===== config.mk =====
export PLATFORM = sky130hd
export DESIGN_NAME = lmrs_scan_ctrl
export DESIGN_NICKNAME = d
export VERILOG_FILES = /design/src/rtl/lmrs_pkg.sv /design/src/rtl/lmrs_scan_ctrl.sv
export SDC_FILE = /design/constraint.sdc
export NUM_CORES = 1
export LEC_CHECK = 0
export BUFFER_PORTS_ARGS = -buffer_cell sky130_fd_sc_hd__buf_2
export CAP_MARGIN = 20
export CORE_MARGIN = 2
export CORE_UTILIZATION = 50
export CTS_BUF_LIST = sky130_fd_sc_hd__clkbuf_16
export CTS_CLUSTER_DIAMETER = 60
export DETAILED_ROUTE_END_ITERATION = 12
export PLACE_DENSITY = 0.74
export SYNTH_ARGS = -nofsm -noshare
export SYNTH_HDL_FRONTEND = slang
export SYNTH_SLANG_ARGS = --single-unit

===== constraint.sdc =====
create_clock -name clk -period 4.5 [get_ports clk]
set_input_delay 0.225 -clock clk [delete_from_list [all_inputs] [get_ports clk]]
set_output_delay 0.225 -clock clk [all_outputs]
set_load 0.005 [all_outputs]

===== src/rtl/lmrs_pkg.sv =====
// ----------------------------------------------------------------------------
// lmrs_pkg
// Shared constants, types and codes of the LED matrix row scan driver.
// ----------------------------------------------------------------------------
package lmrs_pkg;

  localparam int COLUMNS   = 128;
  localparam int ROWS      = 64;
  localparam int COL_W     = $clog2(COLUMNS);
  localparam int ROW_W     = $clog2(ROWS + 1);
  localparam int MEM_DEPTH = ROWS * COLUMNS;
  localparam int MEM_AW    = $clog2(MEM_DEPTH);

  localparam int ADDR_W    = 13;
  localparam int SETTLE_W  = 10;
  localparam int DELAY_W   = 11;
  localparam int TICK_W    = 16;
  localparam int FRAME_W   = 32;
  localparam int CFG_W     = 16;
  localparam int CFG_IW    = 2;

  localparam logic OP_TICK  = 1'b0;
  localparam logic OP_WRITE = 1'b1;

  localparam logic [CFG_IW-1:0] CFG_SETTLE = 2'd0;
  localparam logic [CFG_IW-1:0] CFG_EXTRA  = 2'd1;
  localparam logic [CFG_IW-1:0] CFG_PERIOD = 2'd2;

  localparam logic [SETTLE_W-1:0] RST_SETTLE = 10'd90;
  localparam logic [SETTLE_W-1:0] RST_EXTRA  = 10'd300;
  localparam logic [TICK_W-1:0]   RST_PERIOD = 16'd16667;
  localparam logic [TICK_W-1:0]   TICK_MAX   = 16'hFFFF;

  typedef enum logic [3:0] {
    PH_COLDATA,
    PH_CLKHI,
    PH_CLKLO,
    PH_SETTLE,
    PH_OELOW,
    PH_LATHI,
    PH_LATLO,
    PH_ROWDATA,
    PH_RCLKHI,
    PH_RCLKLO,
    PH_OEHI,
    PH_WAIT
  } phase_t;

  typedef struct packed {
    logic [SETTLE_W-1:0] settle;
    logic [SETTLE_W-1:0] extra;
    logic [TICK_W-1:0]   period;
  } cfg_t;

  typedef struct packed {
    logic cc;
    logic cl;
    logic rd;
    logic rc;
    logic oe;
  } pins_t;

  typedef struct packed {
    logic               rd_en;
    logic [MEM_AW-1:0]  rd_addr;
    logic               cd_load;
    logic               cd_blank;
    pins_t              pins;
    logic [FRAME_W-1:0] frames;
  } scan_upd_t;

endpackage


===== src/rtl/lmrs_scan_ctrl.sv =====
// ----------------------------------------------------------------------------
// lmrs_scan_ctrl
// Scan sequencer: phase, column and row counters, settle delay, frame
// timing and pin levels. Issues the frame store read for each column of a visible row.
// ----------------------------------------------------------------------------
module lmrs_scan_ctrl (
  input  logic                 clk,
  input  logic                 rst,
  input  logic                 tick,
  input  lmrs_pkg::cfg_t       cfg,
  output lmrs_pkg::scan_upd_t  upd
);

  lmrs_pkg::phase_t                phase, phase_next;
  logic [lmrs_pkg::COL_W-1:0]      col, col_next;
  logic [lmrs_pkg::ROW_W-1:0]      row, row_next;
  logic [lmrs_pkg::DELAY_W-1:0]    delay, delay_next;
  logic [lmrs_pkg::TICK_W-1:0]     elapsed, elapsed_next;
  logic [lmrs_pkg::FRAME_W-1:0]    frames, frames_next;
  lmrs_pkg::pins_t                 pins, pins_next;

  logic [lmrs_pkg::TICK_W-1:0]     elapsed_inc;
  logic [lmrs_pkg::DELAY_W-1:0]    delay_load;
  logic [lmrs_pkg::DELAY_W-1:0]    delay_dec;
  logic                            period_done;
  logic                            last_col;
  logic                            last_row;
  logic                            blank;
  logic                            fetch;
  logic                            frame_start;

  assign elapsed_inc = (elapsed == lmrs_pkg::TICK_MAX) ? elapsed : elapsed + 1'b1;
  assign period_done = (elapsed_inc >= cfg.period);
  assign last_col    = (col == lmrs_pkg::COL_W'(lmrs_pkg::COLUMNS - 1));
  assign last_row    = (row == lmrs_pkg::ROW_W'(lmrs_pkg::ROWS));
  assign blank       = (row >= lmrs_pkg::ROW_W'(lmrs_pkg::ROWS));
  assign delay_load  = lmrs_pkg::DELAY_W'(cfg.settle)
                     + ((row == lmrs_pkg::ROW_W'(1)) ? lmrs_pkg::DELAY_W'(cfg.extra) : '0);
  assign delay_dec   = (delay != '0) ? delay - 1'b1 : delay;
  assign fetch       = tick && ((phase == lmrs_pkg::PH_COLDATA)
                             || (phase == lmrs_pkg::PH_WAIT && period_done));
  assign frame_start = fetch && ((phase == lmrs_pkg::PH_WAIT) || (row == '0 && col == '0));

  always_comb begin
    phase_next = phase;
    if (tick) begin
      case (phase)
        lmrs_pkg::PH_COLDATA: phase_next = lmrs_pkg::PH_CLKHI;
        lmrs_pkg::PH_CLKHI:   phase_next = lmrs_pkg::PH_CLKLO;
        lmrs_pkg::PH_CLKLO: begin
          if (!last_col) begin
            phase_next = lmrs_pkg::PH_COLDATA;
          end else if (delay_load != '0) begin
            phase_next = lmrs_pkg::PH_SETTLE;
          end else begin
            phase_next = lmrs_pkg::PH_OELOW;
          end
        end
        lmrs_pkg::PH_SETTLE: begin
          if (delay_dec == '0) begin
            phase_next = lmrs_pkg::PH_OELOW;
          end
        end
        lmrs_pkg::PH_OELOW:   phase_next = lmrs_pkg::PH_LATHI;
        lmrs_pkg::PH_LATHI:   phase_next = lmrs_pkg::PH_LATLO;
        lmrs_pkg::PH_LATLO:   phase_next = lmrs_pkg::PH_ROWDATA;
        lmrs_pkg::PH_ROWDATA: phase_next = lmrs_pkg::PH_RCLKHI;
        lmrs_pkg::PH_RCLKHI:  phase_next = lmrs_pkg::PH_RCLKLO;
        lmrs_pkg::PH_RCLKLO:  phase_next = lmrs_pkg::PH_OEHI;
        lmrs_pkg::PH_OEHI: begin
          phase_next = last_row ? lmrs_pkg::PH_WAIT : lmrs_pkg::PH_COLDATA;
        end
        default: begin
          if (period_done) begin
            phase_next = lmrs_pkg::PH_CLKHI;
          end
        end
      endcase
    end
  end

  always_comb begin
    col_next     = col;
    row_next     = row;
    delay_next   = delay;
    elapsed_next = elapsed;
    frames_next  = frames;
    pins_next    = pins;
    if (tick) begin
      elapsed_next = elapsed_inc;
      case (phase)
        lmrs_pkg::PH_CLKHI: pins_next.cc = 1'b1;
        lmrs_pkg::PH_CLKLO: begin
          pins_next.cc = 1'b0;
          if (last_col) begin
            col_next   = '0;
            delay_next = delay_load;
          end else begin
            col_next = col + 1'b1;
          end
        end
        lmrs_pkg::PH_SETTLE:  delay_next   = delay_dec;
        lmrs_pkg::PH_OELOW:   pins_next.oe = 1'b0;
        lmrs_pkg::PH_LATHI:   pins_next.cl = 1'b1;
        lmrs_pkg::PH_LATLO:   pins_next.cl = 1'b0;
        lmrs_pkg::PH_ROWDATA: pins_next.rd = (row == '0);
        lmrs_pkg::PH_RCLKHI:  pins_next.rc = 1'b1;
        lmrs_pkg::PH_RCLKLO:  pins_next.rc = 1'b0;
        lmrs_pkg::PH_OEHI: begin
          pins_next.oe = 1'b1;
          row_next     = last_row ? '0 : row + 1'b1;
        end
        lmrs_pkg::PH_WAIT: begin
          if (period_done) begin
            col_next = '0;
            row_next = '0;
          end
        end
        default: begin
        end
      endcase
      if (frame_start) begin
        frames_next  = frames + 1'b1;
        elapsed_next = '0;
      end
    end
  end

  always_ff @(posedge clk) begin
    if (rst) begin
      phase   <= lmrs_pkg::PH_COLDATA;
      col     <= '0;
      row     <= '0;
      delay   <= '0;
      elapsed <= '0;
      frames  <= '0;
      pins    <= '{cc: 1'b0, cl: 1'b0, rd: 1'b0, rc: 1'b0, oe: 1'b1};
    end else begin
      phase   <= phase_next;
      col     <= col_next;
      row     <= row_next;
      delay   <= delay_next;
      elapsed <= elapsed_next;
      frames  <= frames_next;
      pins    <= pins_next;
    end
  end

  always_comb begin
    upd          = '0;
    upd.rd_en    = fetch && !blank;
    upd.rd_addr  = lmrs_pkg::MEM_AW'(row) * lmrs_pkg::MEM_AW'(lmrs_pkg::COLUMNS)
                 + lmrs_pkg::MEM_AW'(col);
    upd.cd_load  = fetch;
    upd.cd_blank = blank;
    upd.pins     = pins_next;
    upd.frames   = frames_next;
  end

endmodule


# Word level (Yosys, flattened, before mapping)
# Index checks and enable logic that the tools add are counted.
[totals]
wordCells = 85
output_inout_bits = 53
reg_bits = 82
[op_classes]
n_eq_ne = 18
n_lt_le_gt_ge = 2
muxes = 25
reduce_logical = 22
addsub = 7
[op_table]
columns = ["op", "count"]
rows = [
  ["32-bit two-way mux", 2],
  ["4-bit case mux with 11 select lines", 1],
  ["32-bit by 1-bit adder with 32-bit output (second input constant)", 1],
  ["16-bit two-way mux", 2],
  ["7-bit case mux with 2 select lines", 2],
  ["11-bit two-way mux", 2],
  ["11-bit case mux with 2 select lines", 1],
  ["11-bit nonzero test", 2],
  ["7-bit two-way mux", 3],
  ["16-bit by 1-bit adder with 16-bit output (second input constant)", 1],
  ["16-bit == test (second input constant)", 1],
  ["4-bit by 3-bit == test with 1-bit output (second input constant)", 4],
  ["4-bit == test (second input constant)", 4],
  ["16-bit >= comparator", 1],
  ["7-bit by 1-bit adder with 7-bit output (second input constant)", 2],
  ["7-bit == test (second input constant)", 2],
  ["7-bit logical NOT", 2],
  ["13-bit by 7-bit adder with 13-bit output", 1],
  ["4-bit two-way mux", 3],
  ["3-bit AND reduction", 4],
  ["12-bit nonzero test", 1],
  ["10-bit by 10-bit adder with 11-bit output", 1],
  ["11-bit logical NOT", 1],
  ["11-bit by 1-bit subtractor with 11-bit output (second input constant)", 1],
  ["15 further kinds", 29],
]

# Longest topological paths before layout
[depth]
depth_word = 9
ltp_mapped = 16
depth_no_buf = 14

# Worst setup path before layout
# Ideal clock, no wire load.
[synth_timing]
path_type = "register -> register"
start = "reg elapsed[0] (netlist name)"
end = "reg elapsed[3] (netlist name)"
synth_period_minus_slack_ns = 3.787
path_stages_with_launch = 16
n_path_buf = 2
slack_ns = 0.713
arrival_time_ns = 3.717
setup_time_ns = 0.070
cell_sequence = "dfxtp_1 -> ha_1 -> and3_1 -> and4_1 -> clkbuf_1 -> nor4b_1 -> xor2_1 -> ha_1 -> a21o_1 -> a221o_1 -> a211oi_1 -> o21ai_1 -> clkbuf_1 -> a21oi_1 -> nand3b_1 -> a21oi_1"
[synth_between]
elab_chain_len = 8
word_cells_on_any_way = 9
[synth_rtl]
columns = ["item", "line_no", "text"]
rows = [
  ["start, declared", "lmrs_scan_ctrl.sv:18", "logic [lmrs_pkg::TICK_W-1:0] elapsed, elapsed_next;"],
  ["start signal, assigned", "lmrs_scan_ctrl.sv:143", "elapsed <= elapsed_next;"],
  ["16-bit by 1-bit adder with 16-bit output or 16-bit == test (tied branches)", "lmrs_scan_ctrl.sv:32", "assign elapsed_inc = (elapsed == lmrs_pkg::TICK_MAX) ? elapsed : elapsed + 1'b1;"],
  ["16-bit two-way mux (*)", "lmrs_scan_ctrl.sv:32", ""],
  ["16-bit >= comparator", "lmrs_scan_ctrl.sv:33", "assign period_done = (elapsed_inc >= cfg.period);"],
  ["1-bit logical AND", "lmrs_scan_ctrl.sv:41", "|| (phase == lmrs_pkg::PH_WAIT && period_done));"],
  ["1-bit logical OR", "lmrs_scan_ctrl.sv:41", ""],
  ["1-bit logical AND", "lmrs_scan_ctrl.sv:40", "assign fetch = tick && ((phase == lmrs_pkg::PH_COLDATA)"],
  ["1-bit logical AND", "lmrs_scan_ctrl.sv:42", "assign frame_start = fetch && ((phase == lmrs_pkg::PH_WAIT) || (row == '0 && col == '0));"],
  ["16-bit two-way mux (*)", "lmrs_scan_ctrl.sv:122", "if (frame_start) begin"],
]
# Every way passes the cells marked *; elsewhere a longest branch is shown, timed or not.
# A chain may end at the register's enable or synchronous reset.

==> metrics.md <==
| Metric | Value |
|---|---|
| Top post-synthesis cells by area | `dfxtp_1 (28%), ha_1 (7.2%), nand2_1 (4.7%)` |
| Area fraction of the dominant cell type after synthesis | `27.9%` |
| Synth unique cells | `67` |
| CTS buffer count | `9` |
| Worst-Skew Late Latency | `between 0.3 and 0.4 ns` |
| Commonest non-fill, non-tap cell in the layout | `buf_2` |
| Static leakage | `2.86 nW` |
| Power after layout | `between 1.5 and 2 mW` |
| # H-tree levels | `3` |
| Via Count | `roughly 6000` |
| Vias in the first global route | `between 5000 and 6000` |
| Setup TNS | `0 ns` |
| Period utilisation layout | `between 90% and 100%` |
| Die W | `~110 um` |
| Worst Path Required | `4.28 ns` |
| CTS tree | `built` |
| Overall Global Routing Usage | `roughly a quarter` |
| Internal | `~1.3 mW` |
| Tmin final | `4.24 ns` |
| Post-synth EDFFs | `0` |
| Core ar. | `approximately 0.011 mm2` |
| Port Buffers | `91` |
| 1st-iter DRT viols | `around 540` |
| Crit-path max cell delay | `0.41 ns` |
| Clock transition at path regs | `0.06 ns` |
| Fin area | `0.00673 mm2` |
| Main synth FF type | `dfxtp_1` |
| Vias per std cell | `6.05` |
| P_sw | `about 430 uW` |
| Hold Crit Class | `input pin to flip-flop` |
| Final setup vio count | `0` |
| Antenna viol nets, final | `0` |
| Worst VDD drop | `between 200 and 250 uV` |
| Crit path DAT | `between 4 and 5 ns` |
| Area grow syn2layout | `14.4%` |
| Post-CTS setup repair buffer count | `0` |
| Fmax | `236 MHz` |
| Post-Place Cells | `between 900 and 1000` |
| Initial Util | `51.3%` |
| Mapped cell area | `~0.006 mm2` |
| Most frequent cells in the layout | `buf_2 (92), dfxtp_1 (81), nand2_1 (74), nor2_1 (60), o21ai_0 (52)` |
| CP Max Fanout | `24` |
| CP max-delay cell | `or3_1` |
| Worst Tran Pin Value | `approximately 0.83 ns` |
| Worst setup EP type | `primary output` |
| Sw frac | `approximately a quarter` |
| Top delay family on crit path | `simple AND/OR/NAND/NOR gates` |
| Drc violations | `0` |
| Ports | `a little over 90` |
| Post-synth top area cell | `dfxtp_1` |
| Clk sinks | `between 80 and 90` |
| Overall routed net length | `about 15000 um` |
| ANT cells | `0` |
| Max transition margin | `approximately 44%` |
| Final #Nets | `around 900` |
| Setup Crit Path Kind | `flip-flop to primary output` |
| Clock power frac | `about 46%` |
| Yosys reg bits | `slightly above 80` |
| WHS | `between 0.3 and 0.4 ns` |
| Dpl cell area | `~0.0064 mm2` |
| Syn Area/Cell | `about 7.6 um2` |
| Final Hold Fails | `0` |
| Async set-reset flop share out of synthesis | `0%` |
| Maximum clock path buffer count | `2` |
| Crit path buf inv count | `2` |
| Status | `finished, final reports clean` |
| Hold_buf cts | `0` |
| Power Dens Cells | `approximately 250 mW/mm2` |
| Largest net degree at the start of global routing | `63` |
| Critical Path Start Type | `flip-flop` |
| Syn_nets | `between 800 and 900` |
| Slew Limit Fails | `0` |
| Die height | `approximately 110 um` |
| Detail Placement HPWL | `11200 um` |
| PostCTS Resize Cnt | `0` |
| Num rows | `39` |
| Routed wire per std cell | `between 15 and 20 um` |
| Comb pwr share | `10.3%` |
| First-pass GRT wire length | `approximately 26000 um` |
| Share of cells above drive strength 1 | `about 17%` |
| RePlAce Congestion | `approximately 0.91` |
| Grt ovf | `0` |
| Ys Warns | `0` |
| Syn Inst Count | `just under 800` |
| CP Cell Sequence | `ha_1 > and3_1 > and4_4 > nor2_1 > and3_1 > xor2_1 > ha_1 > nand2_1 > nor3_1 > a21oi_1 > o21ai_1 > buf_6 > nand4_1 > or3_1 > nand2_1 > buf_2` |
| Register area share after synthesis | `between 20 and 30%` |
| Initial antenna violation count | `0` |
| Fill cell count | `between 1000 and 1500` |
| Clk_skew | `approximately 0.0076 ns` |
| Clock root buffer | `clkbuf_16` |
| Maxcap violations | `0` |
| Die area | `between 0.01 and 0.015 mm2` |
| Fin cells | `about 1000` |
| DRT Pass-1 Iters | `5` |
| Seq pwr share | `approximately 44%` |
worst register-to-register path, stage by stage (launching register included):
cell and delay (ns):
dfxtp_1 0.44, and4_1 0.29, nand4_1 0.14, nor3_1 0.20, buf_4 0.17, nand3_1 0.16, a31oi_2 0.26, ha_1 0.26
and2_0 0.19, a221o_1 0.32, a211oi_1 0.27, o21ai_1 0.13, buf_6 0.19, a21oi_1 0.38, buf_4 0.23, nand2_1 0.06
a21oi_1 0.15
synthesized netlist by cell type (3+ instances only):
library cell and number:
o21a_1 9, xor2_1 14, a32o_1 3, buf_4 8
and3_1 15, a21oi_1 51, or2_2 3, nor3_1 18
mux2_2 10, nand4_1 31, nor4b_1 5, nand3_1 30
nor3b_1 5, and2_1 42, dfxtp_1 82, a22oi_1 5
a21boi_0 4, nand2b_1 4, and4_1 5, or3_1 13
xnor2_1 27, or4_1 3, nand2_1 74, a31oi_1 8
nor2b_1 12, nor4_1 9, inv_1 36, o211ai_1 5
ha_1 34, nand4b_1 4, a21o_1 3, o31ai_1 6
nor2_1 61, a211oi_1 9, o21ai_0 52, clkbuf_1 33
layout make-up:
cell class / count / area, um2 / share of cell area (%)
multi-input cells: 614 / 3930 / 58.5
flip-flops and latches: 82 / 1640 / 24.4
repair buffers: 99 / 517 / 7.68
clock buffers: 9 / 225 / 3.35
well taps: 143 / 179 / 2.66
inverters: 36 / 135 / 2.01
clock inverters: 7 / 93.8 / 1.40
path summary, 6_finish.rpt:
path | slack (ns) | to | cells after the start | start
hold reg to reg | 0.50 | delay[10]$_SDFFE_PP0P_ | 2 | delay[10]$_SDFFE_PP0P_
hold / removal | 0.30 | elapsed[8]$_SDFFE_PP0P_ | 3 | tick
setup / recovery | 0.26 | upd[27] | 16 | elapsed[0]$_SDFFE_PP0P_
setup reg to reg | 0.59 | elapsed[10]$_SDFFE_PP0P_ | 16 | elapsed[3]$_SDFFE_PP0P_
sequential cells by signal, indices dropped and copies added, names as in the netlist:
register / count
row: 7
pins: 5
frames: 32
phase: 4
delay: 11
elapsed: 16
col: 7
per-stage QoR:
step / setup WS, ns / util (%)
3_5_place_dp: 0.487 / 55.6
6_report: 0.261 / 58.6
2_1_floorplan: 0.713 / -
4_1_cts: 0.0982 / 58.4
3_3_place_gp: 0.582 / 55.5
5_1_grt: -0.00309 / 58.6
routing by layer:
layer	GRT usage (%)	vias up	part of all wire, %
met1	31.6	2785	44
met2	40.4	230	47
li1	-	2947	-
met4	8.29	0	1.7
met5	0	-	0
met3	4.81	26	7.1
power by group through the flow:
stage	Combinational (mW)	Clock (mW)	Sequential (mW)
after floorplan	0.118	0	0.754
after global placement	0.166	0	0.759
after detailed placement	0.173	0	0.759
after CTS	0.174	0.803	0.743
after global routing	0.195	0.833	0.744
final	0.176	0.790	0.743
cells by family after synthesis:
logic type | Yosys count | share of synthesized area [%]
multiplexers | 10 | 1.92
adder cells (fa/ha/maj) | 35 | 7.58
buffers and inverters | 80 | 5.66
AO/OA/AOI/OAI | 187 | 20.2
flip-flops | 82 | 27.9
AND/OR/NAND/NOR | 341 | 30.6
XOR/XNOR | 41 | 6.11
(Power assumes the default switching activity.)
